$ cat src/qdrt_pkg.sv
// Shared types and constants for the query dedupe and route table.
// No dependencies; every other file imports this package.
`timescale 1ns / 1ps
`default_nettype none

package qdrt_pkg;

    localparam int DEFAULT_TABLE_DEPTH = 32;
    localparam logic [15:0] EXPIRY_RESET = 16'd20;

    // Configuration register indexes (paddr[2] selects the word).
    localparam logic REG_OWN_NODE = 1'b0;
    localparam logic REG_EXPIRY   = 1'b1;

    typedef enum logic [1:0] {
        OP_CHECK = 2'd0,
        OP_ROUTE = 2'd1,
        OP_TICK  = 2'd2
    } opcode_t;

    // Token that travels down the row of cells, one cell per cycle.
    typedef struct packed {
        logic        valid;
        opcode_t     op;
        logic        hops_nz;
        logic [15:0] origin;
        logic [31:0] seq;
        logic [15:0] peer;
        logic [31:0] now;
        logic        match;
        logic        free;
        logic [15:0] upstream;
    } tok_t;

    // Write of a new entry, broadcast to every cell at the end of a pass.
    typedef struct packed {
        logic        write;
        logic [15:0] origin;
        logic [31:0] seq;
        logic [15:0] upstream;
        logic [31:0] stamp;
    } commit_t;

endpackage

`default_nettype wire

$ cat src/qdrt_cell.sv
// One table entry of the query dedupe and route table, with its token stage.
// Depends on qdrt_pkg for the token and commit types.
`timescale 1ns / 1ps
`default_nettype none

module qdrt_cell
    import qdrt_pkg::*;
(
    input  wire logic        clk,
    input  wire logic        rst_n,
    input  wire logic [15:0] expiry,
    input  wire tok_t        tok_in,
    input  wire commit_t     commit,
    output tok_t             tok_out
);

    logic        valid_reg;
    logic        valid_next;
    logic        claim_reg;
    logic        claim_next;
    logic [15:0] origin_reg;
    logic [31:0] seq_reg;
    logic [15:0] upstream_reg;
    logic [31:0] stamp_reg;
    tok_t        tok_reg;
    tok_t        tok_next;
    logic        hit_here;
    logic [31:0] age;
    logic        expire;

    assign hit_here = valid_reg && (origin_reg == tok_in.origin) && (seq_reg == tok_in.seq);
    assign age      = tok_in.now - stamp_reg;
    assign expire   = valid_reg && (tok_in.op == OP_TICK) && (age > {16'd0, expiry});

    always_comb
    begin
        tok_next = tok_in;
        tok_next.match = tok_in.match | hit_here;
        tok_next.free  = tok_in.free | !valid_reg;
        if (!tok_in.match && hit_here)
        begin
            tok_next.upstream = upstream_reg;
        end
    end

    always_comb
    begin
        valid_next = valid_reg;
        if (commit.write && claim_reg)
        begin
            valid_next = 1'b1;
        end
        else if (tok_in.valid && expire)
        begin
            valid_next = 1'b0;
        end
    end

    // The first empty entry seen by a pass claims the slot for a later write.
    assign claim_next = tok_in.valid ? (!valid_reg && !tok_in.free) : claim_reg;

    always_ff @(posedge clk or negedge rst_n)
    begin
        if (!rst_n)
        begin
            valid_reg <= 1'b0;
            claim_reg <= 1'b0;
            tok_reg   <= '0;
        end
        else
        begin
            valid_reg <= valid_next;
            claim_reg <= claim_next;
            tok_reg   <= tok_next;
        end
    end

    always_ff @(posedge clk)
    begin
        if (commit.write && claim_reg)
        begin
            origin_reg   <= commit.origin;
            seq_reg      <= commit.seq;
            upstream_reg <= commit.upstream;
            stamp_reg    <= commit.stamp;
        end
    end

    assign tok_out = tok_reg;

endmodule

`default_nettype wire

$ cat config.mk
export PLATFORM = sky130hd
export DESIGN_NAME = qdrt_cell
export DESIGN_NICKNAME = d
export VERILOG_FILES = /design/src/qdrt_pkg.sv /design/src/qdrt_cell.sv
export SDC_FILE = /design/constraint.sdc
export NUM_CORES = 1
export LEC_CHECK = 0
export BUFFER_PORTS_ARGS = -buffer_cell sky130_fd_sc_hd__buf_2
export CAP_MARGIN = 30
export CORE_AREA = 4 4 166 168
export DETAILED_ROUTE_END_ITERATION = 7
export DIE_AREA = 0 0 170 172
export GPL_ROUTABILITY_DRIVEN = 0
export PLACE_DENSITY = 0.6
export SLEW_MARGIN = 5
export SYNTH_ARGS = -nofsm -noshare
export SYNTH_HDL_FRONTEND = slang
export SYNTH_SLANG_ARGS = --single-unit
$ cat constraint.sdc
create_clock -name clk -period 9.2 [get_ports clk]
set_clock_uncertainty 0.1 [all_clocks]
set_input_delay 1.38 -clock clk [delete_from_list [all_inputs] [get_ports clk]]
set_output_delay 1.38 -clock clk [all_outputs]
set_load 0.05 [all_outputs]
* Yosys cells after proc, flatten, opt, wreduce, memory -nomap -nowiden *
Index checks and enable logic that the tools add are counted.

storage, ports and cells
  bits of input ports = 233
  word-level logic and storage cells = 38
  bits in registers = 216
  output and inout port bits = 118

operators by class
  add/sub/neg operators = 1
  equal/unequal tests = 3
  bitwise gates (word level) = 2
  magnitude comparators = 1
  reductions and logical operators = 12
  muxes and demuxes = 3

operators with widths
  kind                  count
  $eq A32 B32 Y1        1
  $gt A32 B16 Y1        1
  $sub A32 B32 Y32      1
  $eq A16 B16 Y1        1
  $mux W16              1
  $logic_and A1 B1 Y1   8
  $logic_not A1 Y1      3
  $eq A2 B2 Y1 const B  1
  $mux W1               2
  $or A1 B1 Y1          2
  $reduce_bool A2 Y1    1

* Longest topological paths before layout *
Gate-level depths: netlist (run 1).

  word-level depth = 6
  gate-level depth with buffers = 19
  depth with buffers taken out = 19

* Least setup slack after synthesis (run 1) *
Ideal clock, no wire load.

  path kind = input to register
  start point = input port tok_in[18] in the netlist's numbering
  end point = register valid_reg
  slack = 4.443 ns
  stages on the path = 18
  data required time = 9.005 ns
  buffers on the path = 0
  data arrival time = 4.562 ns
  setup time = 0.095 ns
  cell sequence = inv_1 ha_1 fa_1 nand2b_1 a21oi_1 o21ai_1 nand2_1 a41oi_1 xnor2_1 ha_1 nand4_1 nor4_1 nor3_1 a2111oi_0 nand4_1 nor4_1 nand4_1 o31ai_1

between the ends
  longest elaborated chain between the ends = 5

ends and longest elaborated chain
  element                              line             text
  from (decl)                          qdrt_cell.sv:12  input wire tok_t tok_in,
  $sub A32 B32 Y32                     qdrt_cell.sv:32  assign age = tok_in.now - stamp_reg;
  $gt A32 B16 Y1                       qdrt_cell.sv:33  assign expire = valid_reg && (tok_in.op == OP_TICK) && (age > {16'd0, expiry});
  $logic_and A1 B1 Y1                  qdrt_cell.sv:33
  $logic_and A1 B1 Y1                  qdrt_cell.sv:53  else if (tok_in.valid && expire)
  $reduce_bool A2 Y1 (no source line)  n/a
  to (signal assigned)                 qdrt_cell.sv:72  valid_reg <= valid_next;
  to (decl)                            qdrt_cell.sv:17  logic valid_reg;

No other way between the ends.
A chain may end at the register's enable or synchronous reset.

* Worst setup path in the final report (run 1) *
Same ends and word-level chain as after synthesis.

==> results.cfg, run 1 <==
[die]
initial_core_util_pct = 35.0
die_y_um = 172
design.die.area_um2 = 29200
ios = 351
row_count = 59
core-area_um2 = 25900
die_width_um = 170

[synthesis]
synth_area_leaders = dfrtp_1 (33%), edfxtp_1 (32%), ha_1 (6.5%), xnor2_1 (4.1%), inv_1 (2.6%)
synth_most_common_cell = dfrtp_1
yosys-top-cells-count = dfrtp_1 (120), edfxtp_1 (96), inv_1 (63)
yosys.area.top_type_share_pct = 33.1
seq_area_frac_synth_pct = 64.9
synth_ff_type = dfrtp_1
avgSynthCellArea_um2 = 13.3
synth_seq_cells = 216
netlist_area_um2 = 9070
synthesis.nets = 964
synthCells = 683
ys_types = 57
synth.largest_area_cell = dfrtp_1
ys_warn_count = 0
synth_edf_count = 96
ys_async_sr_fraction_pct = 55.6

[timing]
hold_violations = 0
final.period_utilization_pct = 52.8
setup_violations = 0
fin_setup_tns_ps = 0
fmax_mhz = 206
timing.final.ws_setup_ps = 4340
finalHoldWorstSlack_ps = 378
fin_crit_ps = 4860
max_slew_margin_pct = 42.2
maxSlewViolCount = 0
worstMarginPinSlew_ps = 867
rsz0062_at_grt = false

[status]
status = completed

[layout]
final_util_pct = 46.8
area_delta_synth_final_pct = 33.7
drive_gt1_share_pct = 39.4
fin_nets = 1330
largest_register_ffs = 118
fillerInstances = 2385

[route]
wl_mm = 25.0
drtIter0Drc = 431
dr_total_vias = 6698
first_pass_iters = 5
routed_via_density = 4.77
wl_per_cell_um = 17.8
detail-route-antenna-nets = 0
drcViolationCount = 0

[hold_path]
hp-class = reg -> reg
holdPathStages = 1

[global_route]
grt_pass1_wl_mm = 37.7
grtUsageTotal_pct = 16.5
antenna_found_initial = 5
grt_pass1_vias = 6970
grt_max_degree = 65
overflow = 0

[cts]
htreeDepth = 1
cts_num_sinks = 216
ctsHoldBuffers = 0
clkTransAtPathRegs_ps = 60
clock_latency_ps = 540
cts_setup_buffers = 0
clk_path_buf_depth = 3
cts-root-buf = clkbuf_16
cts_tree = yes
cts_buffers = 25
cts-resized-gates = 0

[worst_setup_path]
start_kind = primary input
cp-end-kind = flip-flop
critical_path_class = in -> reg
cp_max_fo = 3
critical_path_arrival_ps = 5200
cp_data_required_time_ps = 9540
ff2ff_path_depth = 17

[pwr]
ir_drop_uv = 171
p_leak_nw = 5.55
powerDensity_nw_per_um2 = 217

[place]
dp_hpwl_mm = 20.0
dp_slack_ps = 3790
io_buffers = 350

[run]
drv_cap = 0
-- per-stage QoR --
step	area, µm²	power (W)	instances
after floorplan	9070	0.00144	683
after global placement	11200	0.00160	1356
after detailed placement	11200	0.00160	1357
after CTS	12100	0.00267	1403
after global routing	12100	0.00276	1404
final	12100	0.00264	1405
-- cells by family (layout without fill, tap and decap cells) --
logic type,after synthesis,after routing,share of synthesized area (%)
AOI/OAI and AO/OA,115,115,8.35
xor gates and xnor gates,65,65,6.28
adders and majority gates,48,48,6.71
buffers and inverters,78,463,3.33
DFF,216,216,64.9
muxes,23,23,2.83
other,0,2,0
and+or+nand+nor,138,138,7.62
-- power breakdown --
group	switching, W	total, W	internal (W)
Combinational	0.000311	0.000474	0.000163
Sequential	0.0000210	0.00111	0.00109
Clock	0.000398	0.00105	0.000657
Total	0.000729	0.00264	0.00191
-- placed cells by master, fill, tap and decap left out, types with 10 or more instances in the layout --
| cell | instances |
|---|---|
| o21ai_0 | 16 |
| nand2_1 | 38 |
| clkbuf_16 | 25 |
| edfxtp_1 | 96 |
| inv_1 | 63 |
| a21oi_1 | 39 |
| dfrtp_1 | 120 |
| mux2_2 | 18 |
| nand3_1 | 11 |
| nor2_1 | 25 |
| ha_1 | 47 |
| xor2_1 | 23 |
| xnor2_1 | 42 |
| buf_2 | 349 |
| nor3_1 | 10 |
| nand4_1 | 23 |
-- layer usage --
layer	vias up	GRT usage, %	part of all wire [%]
met5	-	0	0.18
met4	8	5.90	3.3
met3	62	4.46	8.3
met2	275	27.2	48
met1	3161	21.2	41
li1	3192	-	-
-- worst max-delay path, stage by stage --
cell	delay (ps)
buf_2	90
inv_1	40
ha_1	210
fa_1	400
nand2b_1	190
a21oi_1	290
o21ai_1	140
nand2_1	110
a41oi_1	150
xnor2_1	160
ha_1	320
nand4_1	130
nor4_1	420
nor3_1	120
a2111oi_0	370
nand4_1	130
nor4_1	200
nand4_1	130
o31ai_1	200
-- path summary, 6_finish.rpt --
path	slack [ps]	end	start
max in group asynchronous	7300	tok_out[21]	rst_n
setup / recovery	4340	valid_reg	tok_in[18]
min in group asynchronous	670	tok_out[53]	rst_n
hold / removal	380	tok_out[9]	upstream_reg[9]
hold reg to reg	380	tok_out[9]	upstream_reg[9]
setup reg to reg	4920	valid_reg	stamp_reg[0]
-- final cells by class --
cell class | count | area, µm² | area share, %
Sequential cell | 216 | 5890 | 48.5
Multi-Input combinational cell | 389 | 2880 | 23.8
Inverter | 63 | 236 | 1.95
Clock buffer | 36 | 717 | 5.91
Timing Repair Buffer | 354 | 1810 | 14.9
Clock inverter | 10 | 171 | 1.41
Tap cell | 335 | 419 | 3.46
Antenna cell | 2 | 5.00 | 0.0413
(Power assumes the default switching activity.)
==> inputs of run 2 (changes only) <==
- PLACE_DENSITY: 0.6 -> 0.63
- clock period: 9.2 -> 4 ns (I/O delays scaled with it)
==> results.cfg, run 2 (synthesis gave the netlist of run 1 again) <==
[cts]
clkTransAtPathRegs_ps = 60
cts_num_sinks = 216
clk_path_buf_depth = 3
cts_tree = yes
clock_latency_ps = 520
htreeDepth = 1
cts-root-buf = clkbuf_16
cts_buffers = 23

[pwr]
p_leak_nw = 5.68
ir_drop_uv = 344
powerDensity_nw_per_um2 = 469

[die]
die_width_um = 170
core-area_um2 = 25900
ios = 351
initial_core_util_pct = 35.0
design.die.area_um2 = 29200
die_y_um = 172
row_count = 59

[layout]
fin_nets = 1366
area_delta_synth_final_pct = 35.6
mostFrequentLayoutCells = buf_2 (349), dfrtp_1 (120), edfxtp_1 (96)
largest_register_ffs = 118
final_common_cell = buf_2
drive_gt1_share_pct = 42.1
fillerInstances = 2378
stdcell_count = 1439
fin_area_um2 = 12300

[place]
dpl_cell_area_um2 = 11500
dp_hpwl_mm = 20.0
dp_slack_ps = -597
io_buffers = 350
place_inst = 1392

[hold_path]
hp-class = in -> async

[route]
routed_via_density = 4.73
wl_per_cell_um = 17.5
detail-route-antenna-nets = 0
drtIter0Drc = 416
drcViolationCount = 0
wl_mm = 25.2
first_pass_iters = 5
dr_total_vias = 6800

[worst_setup_path]
path_buf_inv = 1
critical_path_arrival_ps = 4350
cp_data_required_time_ps = 4320
ff2ff_setup_slack_ps = -30
path_common_cell = nand4_1
critical_path_class = reg -> reg
cp-end-kind = flip-flop
start_kind = flip-flop
endpoint = valid_reg
cp_max_fo = 3
cpLargestDelayFamily = simple AND/OR/NAND/NOR gates
path_cells = inv_1 > ha_1 > nor2b_1 > o2111ai_2 > and3_4 > o21ai_1 > a21o_1 > a21oi_1 > xnor2_1 > ha_1 > nand4_1 > nor4_4 > nor3_1 > a2111oi_1 > nand4_1 > nor4_2 > nand4_1 > o31ai_2
ff2ff_path_depth = 18
cp.depth = 18
worstReg2RegEnd = valid_reg
rr_startpoint = stamp_reg[1]
crit_path_start = stamp_reg[1]
max_stage_delay_ps = 420
critical-path-slowest-cell = edfxtp_1

[timing]
final.period_utilization_pct = 101
maxSlewViolCount = 0
fin_crit_ps = 4030
rsz0062_at_grt = true
fmax_mhz = 248
hold_violations = 0
max_slew_margin_pct = 44.3
setup_violations = 1
timing.final.ws_setup_ps = -30.6
worstMarginPinSlew_ps = 835

[global_route]
overflow = 0
grt_max_degree = 87
grtUsageTotal_pct = 16.5
antenna_found_initial = 4
grt_pass1_vias = 6787
grt_pass1_wl_mm = 37.8

[run]
drv_cap = 0

[status]
violations = negative setup slack
status = finished, violations left
[run 2: changes by cell type in the layout (fill, tap and decap cells not counted), moves of 2 or more]
cell,before,now
a21oi_1,39,37
bufinv_16,4,1
clkbuf_16,25,23
a21oi_2,2,4
clkinvlp_4,2,0
clkinv_2,2,6
buf_4,3,42
nor4_1,9,7
[run 2: metal layers]
metal	track usage, %	up-vias	routed length, µm	part of all wire, %
met2	27.2	262	12000	48
met1	21.9	3233	10500	42
met4	5.07	2	620	2.5
met5	0	-	15	0.060
met3	3.93	41	2010	8.0
li1	-	3262	-	-
[run 2: how the worst min path moves through the flow]
| stage | start | endpoint | slack [ps] | depth (start not counted) |
|---|---|---|---|---|
| after floorplan | rst_n | claim_reg | 200 | 0 |
| final | rst_n | tok_out[105] | 50 | 1 |
| after detailed placement | upstream_reg[1] | tok_out[1] | 360 | 1 |
| after global placement | upstream_reg[12] | tok_out[12] | 350 | 1 |
| after global routing | tok_in[63] | tok_out[63] | 50 | 1 |
| after CTS | tok_in[64] | tok_out[64] | 50 | 1 |
[run 2: stage by stage]
step                power, W  hold slack, ps  TNS, ps  utilization (%)
finish               0.00577            54.3    -30.6             47.5
global route         0.00606            45.2     -323             47.5
CTS                  0.00585            49.1        0             47.3
detailed placement   0.00374             361     -597             44.3
global placement     0.00372             355     -332             44.3
floorplan            0.00330             204        0                -
[run 2: worst register-to-register path: stages (launching register included)]
cell and delay, ps:
edfxtp_1 420, inv_1 80, ha_1 210, nor2b_1 150, o2111ai_2 210, and3_4 220
o21ai_1 110, a21o_1 190, a21oi_1 160, xnor2_1 100, ha_1 290, nand4_1 180
nor4_4 340, nor3_1 110, a2111oi_1 320, nand4_1 170, nor4_2 210, nand4_1 160
o31ai_2 210
[run 2: power breakdown]
group / switching, W / internal (W)
registers: 0.0000509 / 0.00250
logic: 0.000733 / 0.000422
clock network: 0.000866 / 0.00120
[run 2: area by class of cell]
| class | instances | area (µm²) | share of cell area [%] |
|---|---|---|---|
| well taps | 335 | 419 | 3.41 |
| repair buffers | 392 | 2070 | 16.9 |
| clock inverters | 9 | 88.8 | 0.722 |
| diodes | 3 | 7.51 | 0.0610 |
| flip-flops and latches | 216 | 5890 | 47.9 |
| multi-input cells | 389 | 2940 | 23.9 |
| clock buffers | 32 | 649 | 5.28 |
| inverters | 63 | 236 | 1.92 |
[run 2: timing repair]
item | in CTS | in global routing
setup buffers | 1 | 2
pin swaps | 1 | 2
hold buffers | 0 | 0
resized for setup | 7 | 5
endpoints found under the setup margin | 1 | 1
==> inputs of run 3 (changes only) <==
- CORE_AREA: 4 4 166 168 -> 4 4 175 160
- DIE_AREA: 0 0 170 172 -> 0 0 179 164
- MAX_ROUTING_LAYER: default -> met4
- PLACE_DENSITY: 0.63 -> 0.62
==> results.cfg, run 3 (synthesis gave the netlist of run 1 again) <==
[global_route]
grt_max_degree = 82
overflow = 0
grt_pass1_wl_mm = 36.4
antenna_found_initial = 4
grt_pass1_vias = 6811
grtUsageTotal_pct = 16.3

[layout]
fillerInstances = 2364
area_delta_synth_final_pct = 38.7
drive_gt1_share_pct = 44.1
fin_area_um2 = 12600
final_util_pct = 48.4
final_common_cell = buf_2
largest_register_ffs = 118
fin_nets = 1367
mostFrequentLayoutCells = buf_2 (349), dfrtp_1 (120), edfxtp_1 (96)

[die]
die_width_um = 179
core-area_um2 = 26000
die_y_um = 164
ios = 351
design.die.area_um2 = 29400
initial_core_util_pct = 34.9
row_count = 56

[cts]
clock_latency_ps = 500
htreeDepth = 1
clk_path_buf_depth = 3
cts_tree = yes
cts-root-buf = clkbuf_16
cts_num_sinks = 216
cts_buffers = 23
clkTransAtPathRegs_ps = 60

[route]
first_pass_iters = 6
wl_per_cell_um = 16.9
detail-route-antenna-nets = 0
dr_total_vias = 6691
wl_mm = 24.5
drcViolationCount = 0
drtIter0Drc = 213
routed_via_density = 4.60

[timing]
fin_crit_ps = 3980
final.period_utilization_pct = 99.4
setup_violations = 0
finalHoldWorstSlack_ps = 101
maxSlewViolCount = 0
worstMarginPinSlew_ps = 544
fmax_mhz = 252
hold_violations = 0
max_slew_margin_pct = 63.4
rsz0062_at_grt = true

[worst_setup_path]
cp_max_fo = 2
path_common_cell = nand4_1
cp-end-kind = flip-flop
cpLargestDelayFamily = simple AND/OR/NAND/NOR gates
critical-path-slowest-cell = edfxtp_1
critical_path_arrival_ps = 4290
path_cells = inv_1 > ha_4 > buf_4 > nand4_1 > o22ai_2 > a2111oi_4 > a21o_1 > nand2_2 > xor2_1 > ha_1 > nand4_1 > nor4_4 > buf_4 > nor2_2 > a311oi_2 > nand4_1 > nor4_2 > nand4_1 > o31ai_1
start_kind = flip-flop
cp_data_required_time_ps = 4310
max_stage_delay_ps = 360
critical_path_class = reg -> reg
path_buf_inv = 3

[place]
io_buffers = 350
dpl_cell_area_um2 = 11500
dp_hpwl_mm = 19.2

[run]
drv_cap = 0

[hold_path]
hp-class = in -> reg

[pwr]
powerDensity_nw_per_um2 = 477
ir_drop_uv = 358
p_leak_nw = 5.74

[status]
status = completed
==> run 3: cell types whose count changed in the layout (fill, tap and decap cells not counted), sizes merged <==
cell / change
clkbuf: -2
bufinv: +3
dlygate4sd3: +1
inv: -1
clkinv: -2
diode: +1
clkinvlp: +2
==> run 3: power breakdown <==
| part | switching [W] | internal [W] |
|---|---|---|
| Sequential | 0.0000529 | 0.00250 |
| Clock | 0.000843 | 0.00141 |
| Combinational | 0.000749 | 0.000446 |
==> run 3: layer usage <==
layer | vias to the layer above | global-route usage, % | routed length (µm)
met1 | 3152 | 21.3 | 10400
met2 | 250 | 26.1 | 11600
met3 | 35 | 3.43 | 1900
met4 | 0 | 4.39 | 619
li1 | 3254 | - | -
met5 | - | - | 0
==> run 3: layout make-up <==
class                   instances  area (µm²)  area share [%]
clock inverters                11         160            1.27
multi-input cells             389        3090            24.6
clock buffers                  30         653            5.19
inverters                      63         236            1.88
flip-flops and latches        216        5890            46.8
diodes                          4        10.0          0.0796
well taps                     348         435            3.46
repair buffers                393        2100            16.7
==> run 3: per-stage QoR <==
stage                     total power (W)  TNS [ps]  instances  setup slack (ps)
final                             0.00599         0       1454              23.9
after global routing              0.00629      -290       1454              -290
after floorplan                   0.00330         0        683              22.7
after global placement            0.00373      -343       1403              -343
after detailed placement          0.00374      -547       1403              -547
after CTS                         0.00603         0       1446              1.28
==> run 3: repair_timing <==
item	CTS	global route
cloned	0	0
pin swaps	2	33
buffers inserted	1	4
hold buffers	1	0
setup endpoints to repair	1	1
resized for setup	7	31
hold endpoints to repair	39	0
==> run 3: final timing paths <==
path	from	to	slack (ps)	cells after the start
worst max-delay path	stamp_reg[9]	valid_reg	20	19
worst min-delay path	tok_in[51]	tok_out[51]	100	1
worst max register to register	stamp_reg[9]	valid_reg	20	19
worst min register to register	upstream_reg[11]	tok_out[11]	380	1
max in group asynchronous	rst_n	tok_out[24]	2470	3
min in group asynchronous	rst_n	tok_out[95]	500	2
